$ cat src/rtl/mcbd_pkg.sv
// Package for the box-filter downsampler: sizes, register codes, FSM states
// and the line store write bundle. No dependencies.
`default_nettype none
package mcbd_pkg;

  localparam int MAX_DST_WIDTH  = 64;
  localparam int MAX_COMPONENTS = 4;
  localparam int MAX_FACTOR     = 64;
  localparam int MAX_SRC_DIM    = 4096;

  localparam int COL_W  = $clog2(MAX_DST_WIDTH);
  localparam int POS_W  = $clog2(MAX_SRC_DIM);
  localparam int REM_W  = $clog2(MAX_FACTOR);
  localparam int COMP_W = 8;
  localparam int SUM_W  = 20;
  localparam int CNT_W  = 13;
  localparam int DIV_STEPS_W = $clog2(SUM_W + 1);

  localparam int DIM_W = 13;
  localparam int DW_W  = 7;
  localparam int NC_W  = 3;
  localparam int F_W   = 7;

  localparam logic [2:0] REG_SRC_WIDTH  = 3'd0;
  localparam logic [2:0] REG_SRC_HEIGHT = 3'd1;
  localparam logic [2:0] REG_DST_WIDTH  = 3'd2;
  localparam logic [2:0] REG_DST_HEIGHT = 3'd3;
  localparam logic [2:0] REG_COMPONENTS = 3'd4;
  localparam logic [2:0] REG_FACTOR     = 3'd5;

  typedef enum logic [2:0] {
    ST_IDLE,
    ST_RECALC,
    ST_ACC,
    ST_DIV,
    ST_EMIT_AVG,
    ST_ZERO
  } state_t;

  typedef struct packed {
    logic                                    en;
    logic [COL_W-1:0]                        addr;
    logic [MAX_COMPONENTS-1:0][SUM_W-1:0]    sums;
    logic [CNT_W-1:0]                        cnt;
  } store_wr_t;

endpackage
`default_nettype wire

$ cat src/rtl/mcbd_merge.sv
// Merge stage: turns lane quotients into saturated 8-bit averages,
// zeroing unused components and empty blocks. Depends on mcbd_pkg.
`default_nettype none
module mcbd_merge (
  input  wire [mcbd_pkg::MAX_COMPONENTS-1:0][mcbd_pkg::SUM_W-1:0]  quot,
  input  wire                                                     cnt_zero,
  input  wire [mcbd_pkg::NC_W-1:0]                                ncomp,
  output logic [mcbd_pkg::MAX_COMPONENTS-1:0][mcbd_pkg::COMP_W-1:0] avg
);
  import mcbd_pkg::*;

  always_comb begin
    for (int k = 0; k < MAX_COMPONENTS; k++) begin
      if (cnt_zero || NC_W'(k) >= ncomp) avg[k] = '0;
      else if (quot[k] > SUM_W'(255)) avg[k] = 8'hFF;
      else avg[k] = quot[k][COMP_W-1:0];
    end
  end
endmodule
`default_nettype wire

$ cat config.mk
export PLATFORM = sky130hd
export DESIGN_NAME = mcbd_merge
export DESIGN_NICKNAME = d
export VERILOG_FILES = /design/src/rtl/mcbd_pkg.sv /design/src/rtl/mcbd_merge.sv
export SDC_FILE = /design/constraint.sdc
export NUM_CORES = 1
export LEC_CHECK = 0
export BUFFER_PORTS_ARGS = -buffer_cell sky130_fd_sc_hd__buf_2
export CELL_PAD_IN_SITES_DETAIL_PLACEMENT = 1
export CELL_PAD_IN_SITES_GLOBAL_PLACEMENT = 1
export CORE_ASPECT_RATIO = 0.7
export CORE_MARGIN = 4
export CORE_UTILIZATION = 14
export DETAILED_ROUTE_END_ITERATION = 6
export PLACE_DENSITY_LB_ADDON = 0.1
export SLEW_MARGIN = 20
export SYNTH_ARGS = -nofsm -noshare
export SYNTH_HDL_FRONTEND = slang
export SYNTH_SLANG_ARGS = --single-unit
$ cat constraint.sdc
create_clock -name vclk -period 1.1
set_input_delay 0.055 -clock vclk [all_inputs]
set_output_delay 0.055 -clock vclk [all_outputs]
set_load 0.05 [all_outputs]
==> flow_summary.toml, run 1 <==
[cells_and_area]
seqCellArea_um2 = 0
utilization = 0.4622
nClkBuffers = 0
area_delta_synth_final_pct = 203.7
drive_gt1_frac = 0.7759
antennaDiodeCount = 0
fin_nets = 260
final_cell_mix = "buf_2, buf_6, o21a_1, nor4_4, nor2_1"
final_common_cell = "buf_2"
nFlopsAndLatches = 0

[logic_synthesis]
ys_seq_area_frac = 0
synthCells = 56
yosys_warnings = 0
yosys.cell_types.count = 9
synth_nets = 140
synth_area_um2 = 501.7
avgSynthCellArea_um2 = 8.959

[global_route]
overflow = 0
grt_max_degree = 9
track_usage = 0.1308
antenna_found_initial = 0
grt_pass1_wl_mm = 4.968
grt_pass1_vias = 1122

[timing]
setup_slack_ps = 23.91
rsz0062_at_grt = "yes"
period_needed_ps = 1076
finalHoldViolations = 0
report.final.slew_viol_count = 0
max_slew_margin = 0.6801
finalSetupViolCount = 0
timing.fmax_ghz = 0.9293
fin_crit_sh = 0.9783
finalSetupTns_ps = 0
tightest_slew_ps = 478.1

[place]
io_buffers = 116
hpwl_mm = 2.734
place_congestion = 0.6973
preCtsSetupSlack_ps = -119.7

[run_status]
status = "finished clean"

[setup_path]
crit_fanout = 8
crit_arrival_ps = 1020
crit_required_ps = 1040
start_kind = "input port"
critPathKind = "in2out"
crit_path_end_kind = "output pin"

[floorplanning]
fp.coreArea_um2 = 3297
start_util = 0.1522
die_h_um = 58.09
dieArea_um2 = 4621
rows = 17
ios = 116
dieWidth_um = 79.55

[worst_hold_path]
whs_path_depth = 3
hp-class = "in2out"

[cts]
cts.hold.buffers_added = 0
post-cts-setup-buffer-count = 0

[run]
maxCapViolCount = 0

[drt]
vias = 968
first_pass_iters = 2
vias_per_cell = 4.380
wirelength_mm = 3.310
drc_errors = 0
ant_nets = 0
drt-wirelength-per-cell_um = 14.98
drt_iter0_markers = 2

[pwr]
p_total_mw = 0.7986
p_per_area_nw_per_um2 = 524.0
leakage_nw = 0.6776
ir_worst_vdd_v = 0.0002130
[layout make-up]
type / instances / area, um^2
Fill cell: 400 / 1773
Multi-Input combinational cell: 55 / 580.6
Timing Repair Buffer: 119 / 884.6
Tap cell: 47 / 58.81
[final timing paths]
check                    start  endpoint
worst max-delay path  quot[49]   avg[23]
worst min-delay path  quot[60]   avg[24]
[worst max-delay path: stages]
cell and delay, ps:
buf_2 110, nor4_4 310, nand3_4 160, o21a_1 230, buf_6 150
[synth_stat cells]
library cell / count / area, um^2
o21a_1: 32 / 240.2
buf_2: 1 / 5.000
a21oi_1: 1 / 5.000
nand3_2: 4 / 40.04
nor2_1: 4 / 15.01
nor2b_1: 1 / 6.260
nor4_4: 4 / 85.08
nor4_2: 8 / 100.1
nor3_1: 1 / 5.000
[metal layers]
layer  track usage  up-vias  part of all wire
met4      0.009804        0            0.0082
met5             0        -                 0
met3       0.02174        2              0.11
li1              -      467                 -
met2        0.2949       62              0.57
met1        0.1248      437              0.31
[per-stage QoR]
| stage | hold WS, ps | cells | area, um^2 |
|---|---|---|---|
| floorplan | 453.5 | 56 | 501.7 |
| global placement | 537.0 | 221 | 1159 |
| detailed placement | 538.5 | 221 | 1159 |
| CTS | 454.3 | 221 | 1425 |
| global route | 477.1 | 221 | 1524 |
| finish | 452.7 | 221 | 1524 |
[power breakdown]
group	switching (mW)	internal [mW]	total (mW)
combinational	0.453	0.345	0.799
clock	0	0	0
sequential	0	0	0
[kinds of logic (layout without fill, tap and decap cells)]
logic type / after synthesis / in the layout / synth area share
buf+inv: 1 / 119 / 0.009965
compound gates: 33 / 33 / 0.4888
simple gates: 22 / 22 / 0.5012
[timing repair]
action / in CTS / in global routing
gates resized for setup: 68 / 21
pin swaps: 22 / 25
cloned: 0 / 0
setup endpoints to repair: 32 / 32
(Power assumes the default switching activity.)
==> run 2: changes to the inputs <==
--- a/config.mk
+++ b/config.mk
@@ -10,9 +10,9 @@
 export CELL_PAD_IN_SITES_GLOBAL_PLACEMENT = 1
 export CORE_ASPECT_RATIO = 0.7
 export CORE_MARGIN = 4
-export CORE_UTILIZATION = 14
+export CORE_UTILIZATION = 13
 export DETAILED_ROUTE_END_ITERATION = 6
-export PLACE_DENSITY_LB_ADDON = 0.1
+export PLACE_DENSITY = 0.95
 export SLEW_MARGIN = 20
 export SYNTH_ARGS = -nofsm -noshare
 export SYNTH_HDL_FRONTEND = slang
==> constraint.sdc (replaced) <==
create_clock -name vclk -period 1
set_input_delay 0.05 -clock vclk [all_inputs]
set_output_delay 0.05 -clock vclk [all_outputs]
set_load 0.05 [all_outputs]
==> run 2 against run 1 <==
  * The run now ends with negative setup slack left
  * Utilization decreased by 2.1 points
  * Combinational power increased by 14%
  * Via count decreased by 1.5%
  * Clock-buffer cell count unchanged
  * Die area increased by 6.8%
  * Critical path type unchanged
  * Highest routed layer unchanged
==> flow_summary.toml, run 2 (synthesis results as in run 1) <==
[run_status]
status = "finished, violations left"
violations = "negative setup slack"

[pwr]
p_per_area_nw_per_um2 = 566.8
pwr-share-clk = 0
p_total_mw = 0.9077
ir_worst_vdd_v = 0.0002552
combPwrFrac = 1.000
leakage_nw = 0.7002
p_seq_frac = 0
p_int_mw = 0.4024
p_switching_mw = 0.5053
p_sw_frac = 0.5567

[floorplanning]
start_util = 0.1384
ios = 116
dieWidth_um = 82.26
dieArea_um2 = 4933
die_h_um = 59.98
fp.coreArea_um2 = 3626
rows = 18

[drt]
wirelength_mm = 3.729
drt_iter0_markers = 11
drt-wirelength-per-cell_um = 16.57
vias = 953
vias_per_cell = 4.236
first_pass_iters = 2
ant_nets = 0
drc_errors = 0

[timing]
timing.fmax_ghz = 0.9424
setup_slack_ps = -61.08
tightest_slew_ps = 316.6
max_slew_margin = 0.7887
period_needed_ps = 1061
rsz0062_at_grt = "yes"
fin_crit_sh = 1.061
finalSetupViolCount = 32
finalHoldViolations = 0
report.final.slew_viol_count = 0

[cells_and_area]
final_cell_mix = "buf_2, buf_6, o21a_1, nor4_4"
drive_gt1_frac = 0.7829
area_delta_synth_final_pct = 219.2
multi_input_area_um2 = 599.3
nClkBuffers = 0
nFlopsAndLatches = 0
final_common_cell = "buf_2"
nFillCells = 447
seqCellArea_um2 = 0
antennaDiodeCount = 0
fin_cells = 225
fin_nets = 261

[setup_path]
critPathCapture = "avg[12]"
crit_arrival_ps = 1010
crit_required_ps = 950
critPathLaunch = "quot[30]"
crit_fanout = 8
start_kind = "input port"
crit_path_end_kind = "output pin"
critPathKind = "in2out"

[place]
place_congestion = 0.6840
dp.cells = 225
io_buffers = 116
hpwl_mm = 2.956

[global_route]
grt_pass1_wl_mm = 5.471
grt_pass1_vias = 1073
overflow = 0
antenna_found_initial = 0
grt_max_degree = 9
track_usage = 0.1450

[worst_hold_path]
hp-class = "in2out"

[run]
maxCapViolCount = 0
[run 2: cell types whose count changed in the layout (fill, tap and decap cells not counted), sizes merged]
cell	previous run	this run
buf	119	120
[run 2: worst max-delay path, cell delays in order]
cell	delay [ps]
buf_2	110
nor4_4	310
nand3_4	160
o21a_1	230
buf_6	150
[run 2: worst min path at each step]
stage                        start  depth (start not counted)      end
after floorplan            quot[0]                          1   avg[0]
after global placement    quot[26]                          3  avg[14]
after detailed placement  quot[66]                          3  avg[30]
after CTS                  quot[4]                          3   avg[4]
after global routing      quot[25]                          3  avg[13]
final                     quot[25]                          3  avg[13]
[run 2: what timing repair did]
action | in CTS | in global routing
pin swaps | 46 | 33
setup endpoints to repair | 32 | 32
hold buffers | 0 | 0
resized for setup | 87 | 12
buffers inserted | 0 | 0
[run 2: cell type report]
cell class,count,area share
multi-input cells,55,0.3742
repair buffers,120,0.5867
well taps,50,0.03906
[run 2: stage by stage]
stage / setup slack, ps / hold WS [ps] / utilization / setup TNS (ps) / area, um^2
floorplan: 79.50 / 443.5 / - / 0 / 501.7
global placement: -144.2 / 526.2 / 0.3226 / -3677 / 1170
detailed placement: -166.3 / 533.9 / 0.3226 / -4480 / 1170
CTS: -86.44 / 445.0 / 0.4224 / -2366 / 1531
global route: -121.4 / 466.2 / 0.4417 / -3187 / 1602
finish: -61.08 / 442.8 / 0.4417 / -1212 / 1602
[run 2: routing by layer]
metal | vias to the layer above | track usage | wire length [um] | part of all wire
met5 | - | 0 | 0 | 0
met4 | 0 | 0.02607 | 41 | 0.011
met3 | 4 | 0.02108 | 204 | 0.055
met2 | 32 | 0.3071 | 2362 | 0.63
met1 | 448 | 0.1482 | 1120 | 0.30
li1 | 469 | - | - | -
[run 2: power groups by stage]
| stage | sequential (mW) | clock, mW | combinational, mW |
|---|---|---|---|
| after detailed placement | 0 | 0 | 0.701 |
| after global placement | 0 | 0 | 0.686 |
| after CTS | 0 | 0 | 0.891 |
| after global routing | 0 | 0 | 0.954 |
| after floorplan | 0 | 0 | 0.399 |
| final | 0 | 0 | 0.908 |
