### src/rtl/mcbd_pkg.sv
// Package for the box-filter downsampler: sizes, register codes, FSM states
// and the line store write bundle. No dependencies.
`default_nettype none
package mcbd_pkg;

  localparam int MAX_DST_WIDTH  = 64;
  localparam int MAX_COMPONENTS = 4;
  localparam int MAX_FACTOR     = 64;
  localparam int MAX_SRC_DIM    = 4096;

  localparam int COL_W  = $clog2(MAX_DST_WIDTH);
  localparam int POS_W  = $clog2(MAX_SRC_DIM);
  localparam int REM_W  = $clog2(MAX_FACTOR);
  localparam int COMP_W = 8;
  localparam int SUM_W  = 20;
  localparam int CNT_W  = 13;
  localparam int DIV_STEPS_W = $clog2(SUM_W + 1);

  localparam int DIM_W = 13;
  localparam int DW_W  = 7;
  localparam int NC_W  = 3;
  localparam int F_W   = 7;

  localparam logic [2:0] REG_SRC_WIDTH  = 3'd0;
  localparam logic [2:0] REG_SRC_HEIGHT = 3'd1;
  localparam logic [2:0] REG_DST_WIDTH  = 3'd2;
  localparam logic [2:0] REG_DST_HEIGHT = 3'd3;
  localparam logic [2:0] REG_COMPONENTS = 3'd4;
  localparam logic [2:0] REG_FACTOR     = 3'd5;

  typedef enum logic [2:0] {
    ST_IDLE,
    ST_RECALC,
    ST_ACC,
    ST_DIV,
    ST_EMIT_AVG,
    ST_ZERO
  } state_t;

  typedef struct packed {
    logic                                    en;
    logic [COL_W-1:0]                        addr;
    logic [MAX_COMPONENTS-1:0][SUM_W-1:0]    sums;
    logic [CNT_W-1:0]                        cnt;
  } store_wr_t;

endpackage
`default_nettype wire

### src/rtl/mcbd_div_lane.sv
// One divider lane: restoring division, one quotient bit per cycle.
// Depends on mcbd_pkg.
`default_nettype none
module mcbd_div_lane (
  input  wire                          clk,
  input  wire                          rst,
  input  wire                          start,
  input  wire [mcbd_pkg::SUM_W-1:0]    dividend,
  input  wire [mcbd_pkg::CNT_W-1:0]    divisor,
  output logic                         done,
  output logic [mcbd_pkg::SUM_W-1:0]   quotient,
  output logic [mcbd_pkg::CNT_W-1:0]   remainder
);
  import mcbd_pkg::*;

  logic                   busy;
  logic [DIV_STEPS_W-1:0] steps;
  logic [CNT_W-1:0]       dsor;
  logic [CNT_W:0]         trial;

  assign trial = {remainder, quotient[SUM_W-1]};

  always_ff @(posedge clk) begin
    if (rst) begin
      busy  <= 1'b0;
      done  <= 1'b0;
      steps <= '0;
    end else begin
      done <= 1'b0;
      if (start) begin
        busy      <= 1'b1;
        steps     <= DIV_STEPS_W'(SUM_W);
        quotient  <= dividend;
        remainder <= '0;
        dsor      <= divisor;
      end else if (busy) begin
        // shift in one dividend bit, subtract where it fits
        if (trial >= {1'b0, dsor}) begin
          remainder <= CNT_W'(trial - {1'b0, dsor});
          quotient  <= {quotient[SUM_W-2:0], 1'b1};
        end else begin
          remainder <= trial[CNT_W-1:0];
          quotient  <= {quotient[SUM_W-2:0], 1'b0};
        end
        steps <= steps - 1'b1;
        if (steps == DIV_STEPS_W'(1)) begin
          busy <= 1'b0;
          done <= 1'b1;
        end
      end
    end
  end
endmodule
`default_nettype wire

### config.mk
export PLATFORM = sky130hd
export DESIGN_NAME = mcbd_div_lane
export DESIGN_NICKNAME = d
export VERILOG_FILES = /design/src/rtl/mcbd_pkg.sv /design/src/rtl/mcbd_div_lane.sv
export SDC_FILE = /design/constraint.sdc
export NUM_CORES = 1
export LEC_CHECK = 0
export ABC_AREA = 1
export BUFFER_PORTS_ARGS = -buffer_cell sky130_fd_sc_hd__clkbuf_2
export CAP_MARGIN = 20
export CORE_MARGIN = 2
export CORE_UTILIZATION = 55
export CTS_BUF_LIST = sky130_fd_sc_hd__clkbuf_2 sky130_fd_sc_hd__clkbuf_4 sky130_fd_sc_hd__clkbuf_8
export CTS_CLUSTER_DIAMETER = 100
export DETAILED_ROUTE_END_ITERATION = 10
export PLACE_DENSITY = 0.81
export RECOVER_POWER = 25
export SYNTH_ARGS = -nofsm -noshare
export SYNTH_HDL_FRONTEND = slang
export SYNTH_SLANG_ARGS = --single-unit
### constraint.sdc
create_clock -name clk -period 6.9 [get_ports clk]
set_input_delay 0.345 -clock clk [delete_from_list [all_inputs] [get_ports clk]]
set_output_delay 0.345 -clock clk [all_outputs]
set_load 0.05 [all_outputs]
==> out/qor.yml, run 1 <==
setup_path:
  r2r_setup_slack_ps: 4490
  path_class: "in2reg"
  crit_required_ps: 6830
  critPathLaunchType: "input pin"
  end_kind: "flop"
  cp_max_fo: 34
  arrival_ps: 2350
floorplan:
  fp.dieH_um: 78.64
  dieArea_mm2: 0.006184
  rows: 27
  pin_count: 70
  dieWidth_um: 78.64
  core_region_area_mm2: 0.005439
  start_util: 0.5634
logic_synthesis:
  yosysSeqAreaShare: 0.4965
  syn-num-nets: 433
  synthCells: 381
  avgSynthCellArea_um2: 8.042
  yosysUniqueCellTypes: 25
  synth_top_area_share: 0.4508
  ys_warn_count: 0
  ys_top_cells_by_area: "edfxtp_1 (45%), nand2_1 (18%), inv_1 (7.3%), ha_1 (6.1%), nor2_1 (4.9%)"
  synth-seq-cells: 53
  syn-cell-area_mm2: 0.003064
  synth_area_leader_cell: "edfxtp_1"
clock_tree:
  htree_levels: 2
  cts_max_path_buffers: 2
  cts.clk_slew.worst_paths_ps: 90
  numCtsBuffers: 5
  cts_setup_buffers: 0
  clock_latency_ps: 300
  cts_sinks: 53
  ctsRootBufferMaster: "clkbuf_8"
  cts_hold_buffers: 0
  cts_resized: 0
  cts_tree: "done"
place:
  place_hpwl_um: 4916
  gp_congestion: 0.9148
  port_buffers: 69
  placed_area_mm2: 0.003472
grt:
  grt_pass1_wl_um: 10810
  grt_pass1_vias: 2449
  antenna_found_initial: 0
  grt-ovfl-total: 0
  grt_max_degree: 35
  track_usage: 0.2217
routing:
  drtPass1Iterations: 5
  drt_iter0_drc: 203
  avgRoutedWirePerCell_um: 12.44
  vias_per_cell: 5.067
  via_count: 2650
  final_antenna_net_count: 0
  drc: 0
  wl_um: 6506
power_and_ir_drop:
  peakVddDrop_mv: 0.1251
  power_density_mw_per_mm2: 241.2
  power.leakage_nw: 1.812
  p_total_uw: 861.0
final_layout:
  layout_commonest_cell: "nand2_1"
  diodes: 0
  layout-drive-gt1-share: 0.1486
  layout_common_cells: "nand2_1 (143), inv_1 (60), clkbuf_2 (50)"
  syn2layout_area_growth_pct: 16.50
  stdcell_area_mm2: 0.003570
  final_net_count: 502
  filler_cell_count: 463
timing:
  period_share: 0.3505
  finalSetupViolations: 0
  slew_headroom: 0.2950
  fmax_mhz: 413.4
  fin_setup_tns_ps: 0
  worstMarginPinSlew_ps: 1055
  fin_crit_ps: 2419
  slew_violations: 0
  fin_skew_ps: 2.847
  hold_violations: 0
  rsz0062_at_grt: "false"
worst_hold_path:
  min_path_type: "in2reg"
job:
  drv_cap: 0
run_status:
  status: "finished clean"
## final cells by class
class                   instances  area (um^2)  share of cell area
clock buffers                   6        76.32             0.02138
clock inverters                 2        33.78            0.009464
inverters                      61        229.0             0.06414
multi-input cells             259         1286              0.3603
flip-flops and latches         53         1521              0.4262
well taps                      72        90.09             0.02524
repair buffers                 70        332.8             0.09324
## through the flow
| stage | util | hold slack, ps | instances | setup WS (ps) |
|---|---|---|---|---|
| global route | 0.6563 | 200.1 | 523 | 4313 |
| global placement | 0.6384 | 470.3 | 514 | 4186 |
| detailed placement | 0.6384 | 474.5 | 514 | 4068 |
| floorplan | - | 414.4 | 381 | 4332 |
| finish | 0.6563 | 213.6 | 523 | 4481 |
| CTS | 0.6586 | 209.0 | 522 | 4395 |
## final timing paths
| check | endpoint | start | depth (start not counted) |
|---|---|---|---|
| setup / recovery | remainder[3]$_SDFFCE_PP0P_ | start | 3 |
| setup reg to reg | remainder[10]$_SDFFCE_PP0P_ | quotient[19]$_DFFE_PP_ | 14 |
| hold reg to reg | steps[4]$_SDFFE_PP0N_ | steps[4]$_SDFFE_PP0N_ | 2 |
| hold / removal | dsor[8]$_DFFE_PP_ | divisor[8] | 1 |
## synth_stat cells
cell type / number
nor2_2: 4
o21a_1: 1
xor2_1: 5
fa_1: 1
edfxtp_1: 46
dfxtp_1: 7
buf_2: 1
inv_2: 1
buf_1: 2
buf_6: 1
ha_1: 15
o21bai_1: 9
a31oi_1: 1
o31ai_1: 1
clkbuf_1: 4
a211oi_1: 1
nand3_4: 1
nor3_1: 2
a21oi_1: 7
nand4_1: 8
nor2_1: 40
nand2_2: 2
nand2_1: 143
nand3_1: 18
inv_1: 60
## critical path, cell delays in order
cell and delay [ps]:
clkbuf_2 430, inv_1 550, a21oi_4 990
## sequential cells by signal, indices dropped and copies added, names as in the netlist
register and flops:
dsor 13, done 1, remainder 13, steps 5, busy 1, quotient 20
## cells by family after synthesis
family,count (synthesis),synth area share
and+or+nand+nor,218,0.2911
DFF,53,0.4965
adders and majority gates,16,0.06778
xor gates and xnor gates,5,0.01429
buffers and inverters,69,0.08738
AOI/OAI and AO/OA,20,0.04288
## metal layers
layer,track usage,part of all wire,vias up
met5,0,0,-
met4,0.07193,0.018,0
met3,0.03908,0.073,10
met1,0.2901,0.44,1183
li1,-,-,1342
met2,0.3744,0.47,115
## power by group
group	switching (mW)	internal (mW)	leakage [nW]	total (mW)
Sequential	0.0168	0.380	0.499	0.397
Combinational	0.181	0.0753	1.26	0.257
Clock	0.0959	0.111	0.0563	0.207
(Power assumes the default switching activity.)
==> inputs of run 2 (changes only) <==
- ABC_AREA: 1 -> 0
- CORE_UTILIZATION: 55 -> 50
- PLACE_DENSITY: 0.81 -> 0.79
- clock period: 6.9 -> 2.1 ns (I/O delays scaled with it)
==> out/qor.yml, run 2 <==
run_status:
  status: "finished, violations left"
  violations: "negative setup slack"
grt:
  grt_pass1_wl_um: 9763
  track_usage: 0.2018
  antenna_found_initial: 0
  grt_pass1_vias: 2172
  grt-ovfl-total: 0
  grt_max_degree: 20
final_layout:
  largest_register_ffs: 20
  final_net_count: 406
  fin_cells: 427
  reg_top3: "quotient x20, dsor x13, remainder x13"
  layout-drive-gt1-share: 0.4366
  diodes: 0
  layout_commonest_cell: "clkbuf_2"
  regMostFlops: "quotient"
  layout_common_cells: "clkbuf_2 (66), edfxtp_1 (46), buf_4 (36)"
  filler_cell_count: 392
  post-route-util: 0.7007
  syn2layout_area_growth_pct: 36.34
routing:
  drt_iter0_drc: 136
  final_antenna_net_count: 0
  via_count: 2277
  avgRoutedWirePerCell_um: 15.17
  drc: 0
  vias_per_cell: 5.333
  drtPass1Iterations: 4
  wl_um: 6479
logic_synthesis:
  yosysSeqAreaShare: 0.5409
  avgSynthCellArea_um2: 12.18
  synth_edf_count: 46
  synth_top_area_share: 0.4911
  async_reset_ff_frac: 0
  synth_common_cells: "edfxtp_1 (46), nor2_1 (24), inv_1 (20)"
  synth_ff_type: "edfxtp_1"
  yosysUniqueCellTypes: 45
  syn-cell-area_mm2: 0.002813
  synthCells: 231
  ys_top_cells_by_area: "edfxtp_1 (49%), mux2_2 (7.6%), ha_1 (6.7%), dfxtp_1 (5.0%), nor2_1 (3.2%)"
  synth-seq-cells: 53
  synth_most_common_cell: "edfxtp_1"
  synth_area_leader_cell: "edfxtp_1"
  ys_warn_count: 0
  syn-num-nets: 283
setup_path:
  arrival_ps: 2590
  reg2regPathDepth: 10
  worstReg2RegEnd: "remainder[11]$_SDFFCE_PP0P_"
  worstReg2RegStart: "quotient[19]$_DFFE_PP_"
  crit_required_ps: 2270
  critPathLaunchType: "flop"
  path_class: "reg2reg"
  r2r_setup_slack_ps: -320
  end_kind: "flop"
  cp_max_fo: 8
worst_hold_path:
  min_path_cells: 2
  min_from: "rst"
  min_path_type: "in2reg"
  hold_end: "steps[2]$_SDFFE_PP0N_"
timing:
  fin_skew_ps: 12.41
  fin_crit_ps: 2421
  fmax_mhz: 413.0
  slew_violations: 0
  worstMarginPinSlew_ps: 593.4
  finalSetupViolations: 14
  slew_headroom: 0.6061
  hold_violations: 0
  postLayoutSetupSlackWorst_ps: -321.1
  rsz0062_at_grt: "true"
  period_share: 1.153
power_and_ir_drop:
  p_total_mw: 2.979
  power_density_mw_per_mm2: 776.8
  peakVddDrop_mv: 0.3490
  power.leakage_nw: 1.680
clock_tree:
  cts_max_path_buffers: 2
  htree_levels: 2
  numCtsBuffers: 5
  ctsRootBufferMaster: "clkbuf_8"
  clock_latency_ps: 310
  cts_tree: "done"
  cts.clk_slew.worst_paths_ps: 100
  cts_sinks: 53
place:
  place_inst: 395
  port_buffers: 69
  place_hpwl_um: 4379
  gp_congestion: 0.8448
floorplan:
  rows: 27
  dieArea_mm2: 0.006241
  pin_count: 70
  fp.dieH_um: 79
  dieWidth_um: 79
  start_util: 0.5139
  core_region_area_mm2: 0.005473
job:
  drv_cap: 0
## run 2: cell count changes after synthesis, sizes merged, moves of 6 or more
cell	previous run	this run
a21oi	7	17
inv	61	20
mux2	0	20
mux2i	0	6
nand2	145	7
nand3	19	5
nand4	8	1
nor2	44	24
nor3	2	8
o21bai	9	0
xnor2	0	9
## run 2: cell families (layout without fill, tap and decap cells)
logic type / after synthesis / after routing / share of synthesized area
AO/OA/AOI/OAI: 43 / 43 / 0.1143
XOR/XNOR: 11 / 11 / 0.03426
adder cells (fa/ha/maj): 16 / 16 / 0.07384
buffers and inverters: 27 / 149 / 0.03958
flip-flops: 53 / 53 / 0.5409
multiplexers: 26 / 26 / 0.1028
AND/OR/NAND/NOR: 55 / 57 / 0.09431
## run 2: routing by layer
metal | wire, um | global-route usage
met1 | 2686 | 0.2382
met2 | 3410 | 0.3602
met3 | 282 | 0.04432
met4 | 99 | 0.07241
met5 | 0 | 0
## run 2: critical path, stage by stage, from the launching register on
cell and delay (ps):
edfxtp_1 430, inv_2 90, ha_4 130, inv_2 40, fa_2 340, a211oi_2 250, o21ai_2 110, o211ai_4 360
nand2_4 170, o32a_2 230, a21oi_2 130
## run 2: power by group
| group | switching, mW | internal [mW] |
|---|---|---|
| clock | 0.342 | 0.374 |
| sequential | 0.0451 | 1.25 |
| combinational | 0.571 | 0.401 |
## run 2: stage by stage
stage / setup TNS, ps / worst slack (ps) / cell area, um^2 / hold WS [ps]
2_1_floorplan: -5529 / -529.0 / 2818 / 203.9
3_3_place_gp: -1131 / -154.7 / 3442 / 282.0
3_5_place_dp: -1936 / -203.6 / 3442 / 283.6
4_1_cts: -2042 / -202.0 / 3745 / 88.07
5_1_grt: -4750 / -382.7 / 3835 / 86.65
6_report: -3734 / -321.1 / 3835 / 81.73
## run 2: timing repair
| item | CTS | global route |
|---|---|---|
| pin swaps | 1 | 11 |
| resized for setup | 2 | 13 |
| cloned | 0 | 2 |
| setup buffers | 6 | 4 |
| hold buffers | 13 | 0 |
| hold endpoints to repair | 13 | 0 |
| endpoints found under the setup margin | 14 | 14 |
## run 2: how the worst max path moves through the flow
stage,from,to,cells past startpoint,slack [ps]
finish,quotient[19]$_DFFE_PP_,remainder[11]$_SDFFCE_PP0P_,10,-320
global route,quotient[19]$_DFFE_PP_,remainder[11]$_SDFFCE_PP0P_,10,-380
CTS,quotient[19]$_DFFE_PP_,quotient[0]$_DFFE_PP_,9,-200
detailed placement,quotient[19]$_DFFE_PP_,quotient[0]$_DFFE_PP_,9,-200
global placement,quotient[19]$_DFFE_PP_,quotient[0]$_DFFE_PP_,9,-150
floorplan,quotient[19]$_DFFE_PP_,quotient[0]$_DFFE_PP_,10,-530
## run 2: layout make-up
| cell class | instances | area [um^2] | area share |
|---|---|---|---|
| Clock inverter | 2 | 38.79 | 0.01011 |
| Timing Repair Buffer | 121 | 775.7 | 0.2023 |
| Tap cell | 72 | 90.09 | 0.02349 |
| Multi-Input combinational cell | 153 | 1257 | 0.3279 |
| Inverter | 20 | 75.07 | 0.01958 |
| Sequential cell | 53 | 1521 | 0.3967 |
| Clock buffer | 6 | 76.32 | 0.01990 |
